`src/design/gbl_pkg.sv`:
```
package gbl_pkg;

    // defaults for the top-level parameters
    localparam int unsigned MAX_RADIUS_DEF = 7;
    localparam int unsigned MAX_WIDTH_DEF  = 1024;
    localparam int unsigned PIXEL_BITS_DEF = 16;

    localparam int unsigned TAP_BITS     = 16;
    localparam int unsigned TAP_IDX_BITS = 4;
    localparam int unsigned CFG_IDX_BITS = 3;

    // register reset values
    localparam logic [10:0] WIDTH_RST  = 11'd640;
    localparam logic [15:0] HEIGHT_RST = 16'd480;
    localparam logic [2:0]  RADIUS_RST = 3'd3;

    typedef enum logic [CFG_IDX_BITS-1:0] {
        CFG_IMAGE_WIDTH  = 3'd0,
        CFG_IMAGE_HEIGHT = 3'd1,
        CFG_BLUR_RADIUS  = 3'd2,
        CFG_TAPS_LO      = 3'd3,
        CFG_TAPS_HI      = 3'd4
    } t_cfg_idx;

    // control that travels with one operand pair into the MAC
    typedef struct packed {
        logic vld;
        logic first;
        logic last;
    } t_mac_ctl;

    // pick tap k from the two 64-bit tap words; taps past seven read as zero
    function automatic logic [TAP_BITS-1:0] tap_sel(
        input logic [63:0]             taps_lo,
        input logic [63:0]             taps_hi,
        input logic [TAP_IDX_BITS-1:0] k
    );
        logic [TAP_BITS-1:0] t;
        if (k[3]) begin
            t = '0;
        end else if (k[2]) begin
            t = taps_hi[16*k[1:0] +: 16];
        end else begin
            t = taps_lo[16*k[1:0] +: 16];
        end
        return t;
    endfunction

endpackage

```
`src/design/gbl_mac.sv`:
```
module gbl_mac #(
    parameter int unsigned PIXEL_BITS = 16,
    parameter int unsigned MAX_RADIUS = 7
) (
    input  logic                          i_clk,
    input  logic                          i_rst_n,
    input  gbl_pkg::t_mac_ctl             i_ctl,
    input  logic [gbl_pkg::TAP_BITS-1:0]  i_tap,
    input  logic [PIXEL_BITS-1:0]         i_data,
    output logic                          o_done,
    output logic [PIXEL_BITS-1:0]         o_sum
);
    import gbl_pkg::*;

    localparam int unsigned AB = TAP_BITS + PIXEL_BITS + $clog2(2*MAX_RADIUS+2);
    localparam logic [AB:0] PIX_MAX = (AB+1)'((64'd1 << PIXEL_BITS) - 64'd1);
    localparam logic [AB:0] HALF    = (AB+1)'(64'd1 << (TAP_BITS-1));

    logic [AB-1:0]                  r_acc;
    logic                           r_done;
    logic [TAP_BITS+PIXEL_BITS-1:0] prod;
    logic [AB:0]                    rnd;

    assign prod = i_tap * i_data;

    // accumulate one product per cycle while i_ctl.vld is high, restart on the first term
    always_ff @(posedge i_clk) begin
        if (i_ctl.vld) begin
            r_acc <= (i_ctl.first ? '0 : r_acc) + AB'(prod);
        end
    end

    always_ff @(posedge i_clk) begin
        if (!i_rst_n) begin
            r_done <= 1'b0;
        end else begin
            r_done <= i_ctl.vld && i_ctl.last;
        end
    end

    // round half up and saturate to the pixel range
    assign rnd    = ((AB+1)'(r_acc) + HALF) >> TAP_BITS;
    assign o_sum  = (rnd > PIX_MAX) ? PIX_MAX[PIXEL_BITS-1:0] : rnd[PIXEL_BITS-1:0];
    assign o_done = r_done;

endmodule

```
`config.mk`:
```
export PLATFORM = sky130hd
export DESIGN_NAME = gbl_mac
export DESIGN_NICKNAME = d
export VERILOG_FILES = /design/src/design/gbl_pkg.sv /design/src/design/gbl_mac.sv
export SDC_FILE = /design/constraint.sdc
export NUM_CORES = 1
export LEC_CHECK = 0
export BUFFER_PORTS_ARGS = -buffer_cell sky130_fd_sc_hd__buf_2
export CORE_MARGIN = 10
export CORE_UTILIZATION = 55
export CTS_CLUSTER_SIZE = 25
export DETAILED_ROUTE_END_ITERATION = 8
export MAX_ROUTING_LAYER = met4
export PLACE_DENSITY = 0.72
export REMOVE_ABC_BUFFERS = 1
export SETUP_SLACK_MARGIN = 0.05
export SLEW_MARGIN = 25
export SYNTH_ARGS = -nofsm -noshare
export SYNTH_HDL_FRONTEND = slang
export SYNTH_SLANG_ARGS = --single-unit
```
`constraint.sdc`:
```
create_clock -name i_clk -period 8.3 [get_ports i_clk]
set_input_delay 0.83 -clock i_clk [delete_from_list [all_inputs] [get_ports i_clk]]
set_output_delay 0.83 -clock i_clk [all_outputs]
set_load 0.1 [all_outputs]
```
==> impl_metrics.yaml, run 1 <==
critical_path:
  crit_chain: "buf_2 -> nand2_1 -> fa_1 -> inv_1 -> fa_1 -> inv_1 -> fa_1 -> inv_1 -> fa_1 -> fa_1 -> inv_1 -> fa_1 -> inv_1 -> ha_1 -> and4_1 -> nor2b_1 -> o41ai_1 -> a21oi_1 -> nor2_1 -> o21a_1 -> o311ai_0"
  path_common_cell: "fa_1"
  critPathCaptureType: "flip-flop"
  cpPeakStageDelay_ps: 570
  cp_num_buf_inv: 6
  worstPathRequired_ps: 8290
  crit_arrival_ps: 6710
  cp-startpoint: "i_tap[7]"
  crit_slowest_cell: "fa_1"
  path_max_fanout: 16
  timing.rr.start: "r_acc[14]"
  start_kind: "input port"
  worst-setup-path-type: "in2reg"
  crit_family: "adder cells"
timing:
  hold_viol: 0
  max-slew-margin-rel_pct: 39.8
  rsz0062_at_grt: "no"
  skew_ps: 6.65
  worst_pin_slew_ps: 897
  setup_tns_ps: 0
  min_period_ps: 6720
  period_share_pct: 80.9
  setup_viol: 0
  fmax_ghz: 0.149
  slew_violations: 0
layout:
  fin_area_um2: 12100
  regArea_um2: 1100
  drive_gt1_share_pct: 5.00
  nFillCells: 1841
  fin_nets: 1693
  multi_input_area_um2: 9020
  area_growth_pct: 5.13
clock_tree:
  htree_num_levels: 2
  cts_buffer_depth: 2
  cts-root-buf: "clkbuf_16"
  holdBufCountCts: 0
  clk_latency_ps: 280
  cts_buffers: 5
  cts-resized-gates: 0
  clkSinkCount: 37
  post-cts-setup-buffers: 0
  tritoncts: "done"
  clk_pin_slew_ps: 60
global_route:
  grt_pass1_vias: 8989
  grtUsageTotal_pct: 21.2
  grt_pass1_wl_um: 45100
  grt_overflow: 0
  grt_start_max_net_pins: 38
  grt_antenna_before_repair: 3
floorplan:
  io_pins: 54
  die_x_um: 165
  core_area_um2: 20400
  num_rows: 52
  die_height_um: 165
  die_area_um2: 27100
  initial_utilization_pct: 56.3
route:
  postRouteAntennaNets: 0
  remaining_drc_errors: 0
  routed_via_density: 5.20
  drtIter0Drc: 515
  firstDrtPassIters: 5
  wire_per_inst_um: 16.6
  totalWireLength_um: 26400
  vias: 8289
logic_synthesis:
  synth_edf_count: 36
  synthFlopType: "edfxtp_1"
  synth_cell_type_count: 50
  synth_area_um2: 11500
  syn-instance-count: 1301
  yosys_warnings: 0
  async_reset_ff_share_pct: 0
  ys_ff_latch: 37
  seq_area_frac_synth_pct: 9.57
  avgSynthCellArea_um2: 8.84
place:
  dp_hpwl_um: 22800
  gp_congestion: 0.953
  placed_area_um2: 12000
  io_buffer_count: 53
run:
  drv_cap: 0
worst_hold_path:
  min_from: "r_acc[0]"
  min_path_type: "reg2reg"
status:
  outcome: "finished clean"
==> sequential cells by signal, indices dropped and copies added (netlist names) <==
name	flops
r_acc	36
o_done	1
==> through the flow <==
step                setup slack [ps]  util [%]  instances  hold WS, ps
finish                          1580      59.2       1594          685
global route                    1350      59.2       1594          744
CTS                             1650      59.2       1591          693
detailed placement              1360      58.5       1583          678
global placement                1510      58.5       1583          669
floorplan                       2180         -       1259          644
==> routing by layer <==
metal	GRT usage [%]	wire length [µm]	up-vias
met5	-	0	-
met4	3.50	312	0
met3	3.21	1430	31
met2	33.8	12600	204
met1	28.8	12100	4120
li1	-	-	3934
==> cells in the mapped netlist (3+ instances only) <==
master     instances  area [µm²]
xor2_1            18         158
nor2b_1           25         156
or3_1              3        18.8
edfxtp_1          36        1080
nand3_1           14        70.1
and3_1             7        43.8
o211ai_1           3        22.5
clkbuf_1          41         154
nor2_1            24        90.1
a31oi_1            6        37.5
nor3_1             6        30.0
fa_1             226        4520
ha_1             110        1380
nand2_1          183         687
nand2b_1          21         131
o21a_1             5        37.5
xnor2_1           21         184
o21ai_0           22         110
a21o_1            12        90.1
inv_1            325        1220
and2_1           118         738
nand4_1            6        37.5
a21boi_0           3        22.5
o2111ai_1          3        26.3
a21oi_1           32         160
==> worst paths after layout <==
| path | endpoint | slack [ps] | cells past startpoint |
|---|---|---|---|
| max | r_acc[29] | 1580 | 21 |
| max reg2reg | r_acc[29] | 3440 | 16 |
| min reg2reg | r_acc[0] | 680 | 2 |
| min | r_acc[0] | 680 | 2 |
==> cell families after synthesis <==
| family | share of synthesized area [%] |
|---|---|
| AO/OA/AOI/OAI | 5.68 |
| XOR/XNOR | 2.97 |
| adder cells (fa/ha/maj) | 51.3 |
| buffers and inverters | 12.0 |
| flip-flops | 9.57 |
| multiplexers | 0.217 |
| AND/OR/NAND/NOR | 18.3 |
==> tightest hold or removal path, delay by kind of cell, from the launching register on <==
kind / cells / cell delay (ps)
DFF: 1 / 310
and+or+nand+nor: 1 / 140
adders and majority gates: 1 / 140
==> cell usage in the layout, fill, tap and decap left out, types with 21 or more instances in the layout <==
| cell type | synthesis | layout |
|---|---|---|
| nor2b_1 | 25 | 25 |
| xnor2_1 | 21 | 21 |
| fa_1 | 226 | 226 |
| nand2_1 | 183 | 183 |
| o21ai_0 | 22 | 22 |
| a21oi_1 | 32 | 32 |
| buf_2 | 0 | 53 |
| edfxtp_1 | 36 | 36 |
| nor2_1 | 24 | 24 |
| nand2b_1 | 21 | 21 |
| and2_1 | 118 | 118 |
| inv_1 | 325 | 325 |
| ha_1 | 110 | 110 |
==> final cells by class <==
class | count | area share [%]
diodes | 3 | 0.0621
clock buffers | 5 | 1.03
clock inverters | 3 | 0.103
inverters | 325 | 10.1
multi-input cells | 897 | 74.6
flip-flops and latches | 37 | 9.10
well taps | 270 | 2.79
repair buffers | 54 | 2.25
Power of run 1 is not shown: default switching activity piles up to over one toggle a cycle in this logic, so the estimate is an artifact.
==> run 2: changes to the inputs <==
--- a/config.mk
+++ b/config.mk
@@ -5,13 +5,14 @@
 export SDC_FILE = /design/constraint.sdc
 export NUM_CORES = 1
 export LEC_CHECK = 0
+export ABC_AREA = 1
 export BUFFER_PORTS_ARGS = -buffer_cell sky130_fd_sc_hd__buf_2
 export CORE_MARGIN = 10
 export CORE_UTILIZATION = 55
 export CTS_CLUSTER_SIZE = 25
 export DETAILED_ROUTE_END_ITERATION = 8
 export MAX_ROUTING_LAYER = met4
-export PLACE_DENSITY = 0.72
+export PLACE_DENSITY = 0.74
 export REMOVE_ABC_BUFFERS = 1
 export SETUP_SLACK_MARGIN = 0.05
 export SLEW_MARGIN = 25
==> constraint.sdc (replaced) <==
create_clock -name i_clk -period 6 [get_ports i_clk]
set_input_delay 0.6 -clock i_clk [delete_from_list [all_inputs] [get_ports i_clk]]
set_output_delay 0.6 -clock i_clk [all_outputs]
set_load 0.1 [all_outputs]
==> run 2 against run 1 <==
  * Global-route usage increased by 1.7 points
  * Die area increased by 7.4%
  * Non-clock buffer count increased by 23
  * Via count increased by 21%
  * Clock skew increased by 2.1 ps
  * Flip-flop and latch count unchanged
  * Final area increased by 8.9%
  * First-iteration DRC count increased by 44%
  * Utilization decreased by 0.67 points
  * Routed wire length increased by 15%
==> impl_metrics.yaml, run 2 <==
floorplan:
  initial_utilization_pct: 55.4
  core_area_um2: 22500
  num_rows: 55
  die_x_um: 171
  die_height_um: 171
  die_area_um2: 29100
  io_pins: 54
layout:
  top_register: "r_acc"
  fin_area_um2: 13200
  final_common_cell: "inv_1"
  fin_nets: 2106
  area_growth_pct: 5.63
  diodes: 0
  final_util_pct: 58.5
  largest_register_ffs: 36
  drive_gt1_share_pct: 5.82
  layout_common_cells: "539 x inv_1, 502 x nand2_1, 226 x fa_1"
clock_tree:
  htree_num_levels: 2
  holdBufCountCts: 0
  clk_pin_slew_ps: 60
  cts-root-buf: "clkbuf_16"
  clk_latency_ps: 290
  tritoncts: "done"
  clkSinkCount: 37
  cts_buffers: 5
  cts_buffer_depth: 2
global_route:
  grt_start_max_net_pins: 38
  grt_overflow: 0
  grt_antenna_before_repair: 0
  grtUsageTotal_pct: 22.9
  grt_pass1_wl_um: 52400
  grt_pass1_vias: 10600
critical_path:
  worst-setup-path-type: "in2reg"
  crit_arrival_ps: 5740
  cpPeakStageDelay_ps: 550
  crit_slowest_cell: "fa_1"
  critPathCaptureType: "flip-flop"
  path_max_fanout: 16
  crit_family: "adder cells"
  worstPathRequired_ps: 6050
  start_kind: "input port"
  cp_num_buf_inv: 4
  crit_chain: "buf_2 -> nand2_1 -> fa_1 -> fa_1 -> fa_1 -> inv_1 -> fa_1 -> fa_1 -> inv_1 -> fa_1 -> inv_1 -> ha_1 -> nand4_1 -> nor3_1 -> nand2_1 -> nand2_1 -> nand2_1 -> nand3_1 -> nand2_1"
  path_common_cell: "fa_1"
logic_synthesis:
  synth_most_common_cell: "inv_1"
  synth_area_um2: 12500
  synth_cell_type_count: 30
  synth_top_cell_area_share_pct: 36.3
  seq_area_frac_synth_pct: 8.83
  synthFlopType: "edfxtp_1"
  synth_area_leaders: "fa_1 36%, inv_1 16%, nand2_1 15%"
  ys_ff_latch: 37
  synth_edf_count: 36
  yosys-top-cells-count: "539 x inv_1, 502 x nand2_1, 226 x fa_1, 110 x ha_1, 79 x nor2_1"
  async_reset_ff_share_pct: 0
  syn-instance-count: 1719
  avgSynthCellArea_um2: 7.26
  synth_area_leader_cell: "fa_1"
  yosys_warnings: 0
timing:
  min_period_ps: 5680
  fmax_ghz: 0.176
  setup_viol: 0
  hold_viol: 0
  worst_pin_slew_ps: 934
  rsz0062_at_grt: "no"
  period_share_pct: 94.7
  setup_ws_ps: 317
  slew_violations: 0
  skew_ps: 8.80
  setup_tns_ps: 0
  max-slew-margin-rel_pct: 37.7
route:
  drtIter0Drc: 741
  postRouteAntennaNets: 0
  totalWireLength_um: 30400
  wire_per_inst_um: 15.1
  firstDrtPassIters: 6
  vias: 10000
  routed_via_density: 4.95
  remaining_drc_errors: 0
status:
  outcome: "finished clean"
place:
  gp_congestion: 0.980
  pre_cts_ws_ps: 49.7
  placed_area_um2: 13000
  io_buffer_count: 53
  dp_hpwl_um: 26600
worst_hold_path:
  min_path_type: "in2reg"
run:
  drv_cap: 0
## run 2: cell types whose count changed in the layout (fill, tap and decap cells not counted), sizes merged, moves of 12 or more
cell    change
nor2b      -25
nand3      +19
nand4      +17
nor2       +60
nand2b     -21
xnor2      -17
and2      -118
nand2     +324
a21o       -12
buf        +22
inv       +214
## run 2: per-layer routing
layer / GRT usage [%] / up-vias / routed length (µm)
met5: - / - / 0
met4: 4.20 / 0 / 412
met3: 2.76 / 30 / 1750
met2: 37.3 / 281 / 14600
met1: 30.4 / 4821 / 13700
li1: - / 4872 / -
## run 2: stage by stage
stage / hold slack [ps] / instances
6_report: 529 / 2019
2_1_floorplan: 638 / 1649
4_1_cts: 529 / 2019
3_3_place_gp: 658 / 2011
5_1_grt: 536 / 2019
3_5_place_dp: 665 / 2011
## run 2: what timing repair did
item / CTS / global route
resized for setup: 0 / 2
endpoints found under the hold margin: 0 / 0
buffers inserted: 0 / 0
setup endpoints to repair: 0 / 2
## run 2: final timing paths
path | from | endpoint | slack, ps | depth (start not counted)
max | i_tap[12] | r_acc[34] | 320 | 19
max reg2reg | r_acc[15] | r_acc[34] | 1460 | 16
min reg2reg | r_acc[0] | r_acc[0] | 680 | 3
min | i_ctl[0] | o_done | 530 | 2
## run 2: kinds of logic after synthesis
group | Yosys count | synth area share (%)
AOI/OAI and AO/OA | 50 | 2.18
and+or+nand+nor | 659 | 21.3
adders and majority gates | 336 | 47.3
xor gates and xnor gates | 27 | 1.90
buffers and inverters | 610 | 18.5
DFF | 37 | 8.83
## run 2: layout make-up
class                   count  area (µm²)
multi-input cells        1072        9070
clock inverters             2        10.0
flip-flops and latches     37        1100
repair buffers             77         485
fillers                  2111        9330
inverters                 540        2030
clock buffers               6         129
well taps                 285         357
Power of run 2 is left out for the same reason.
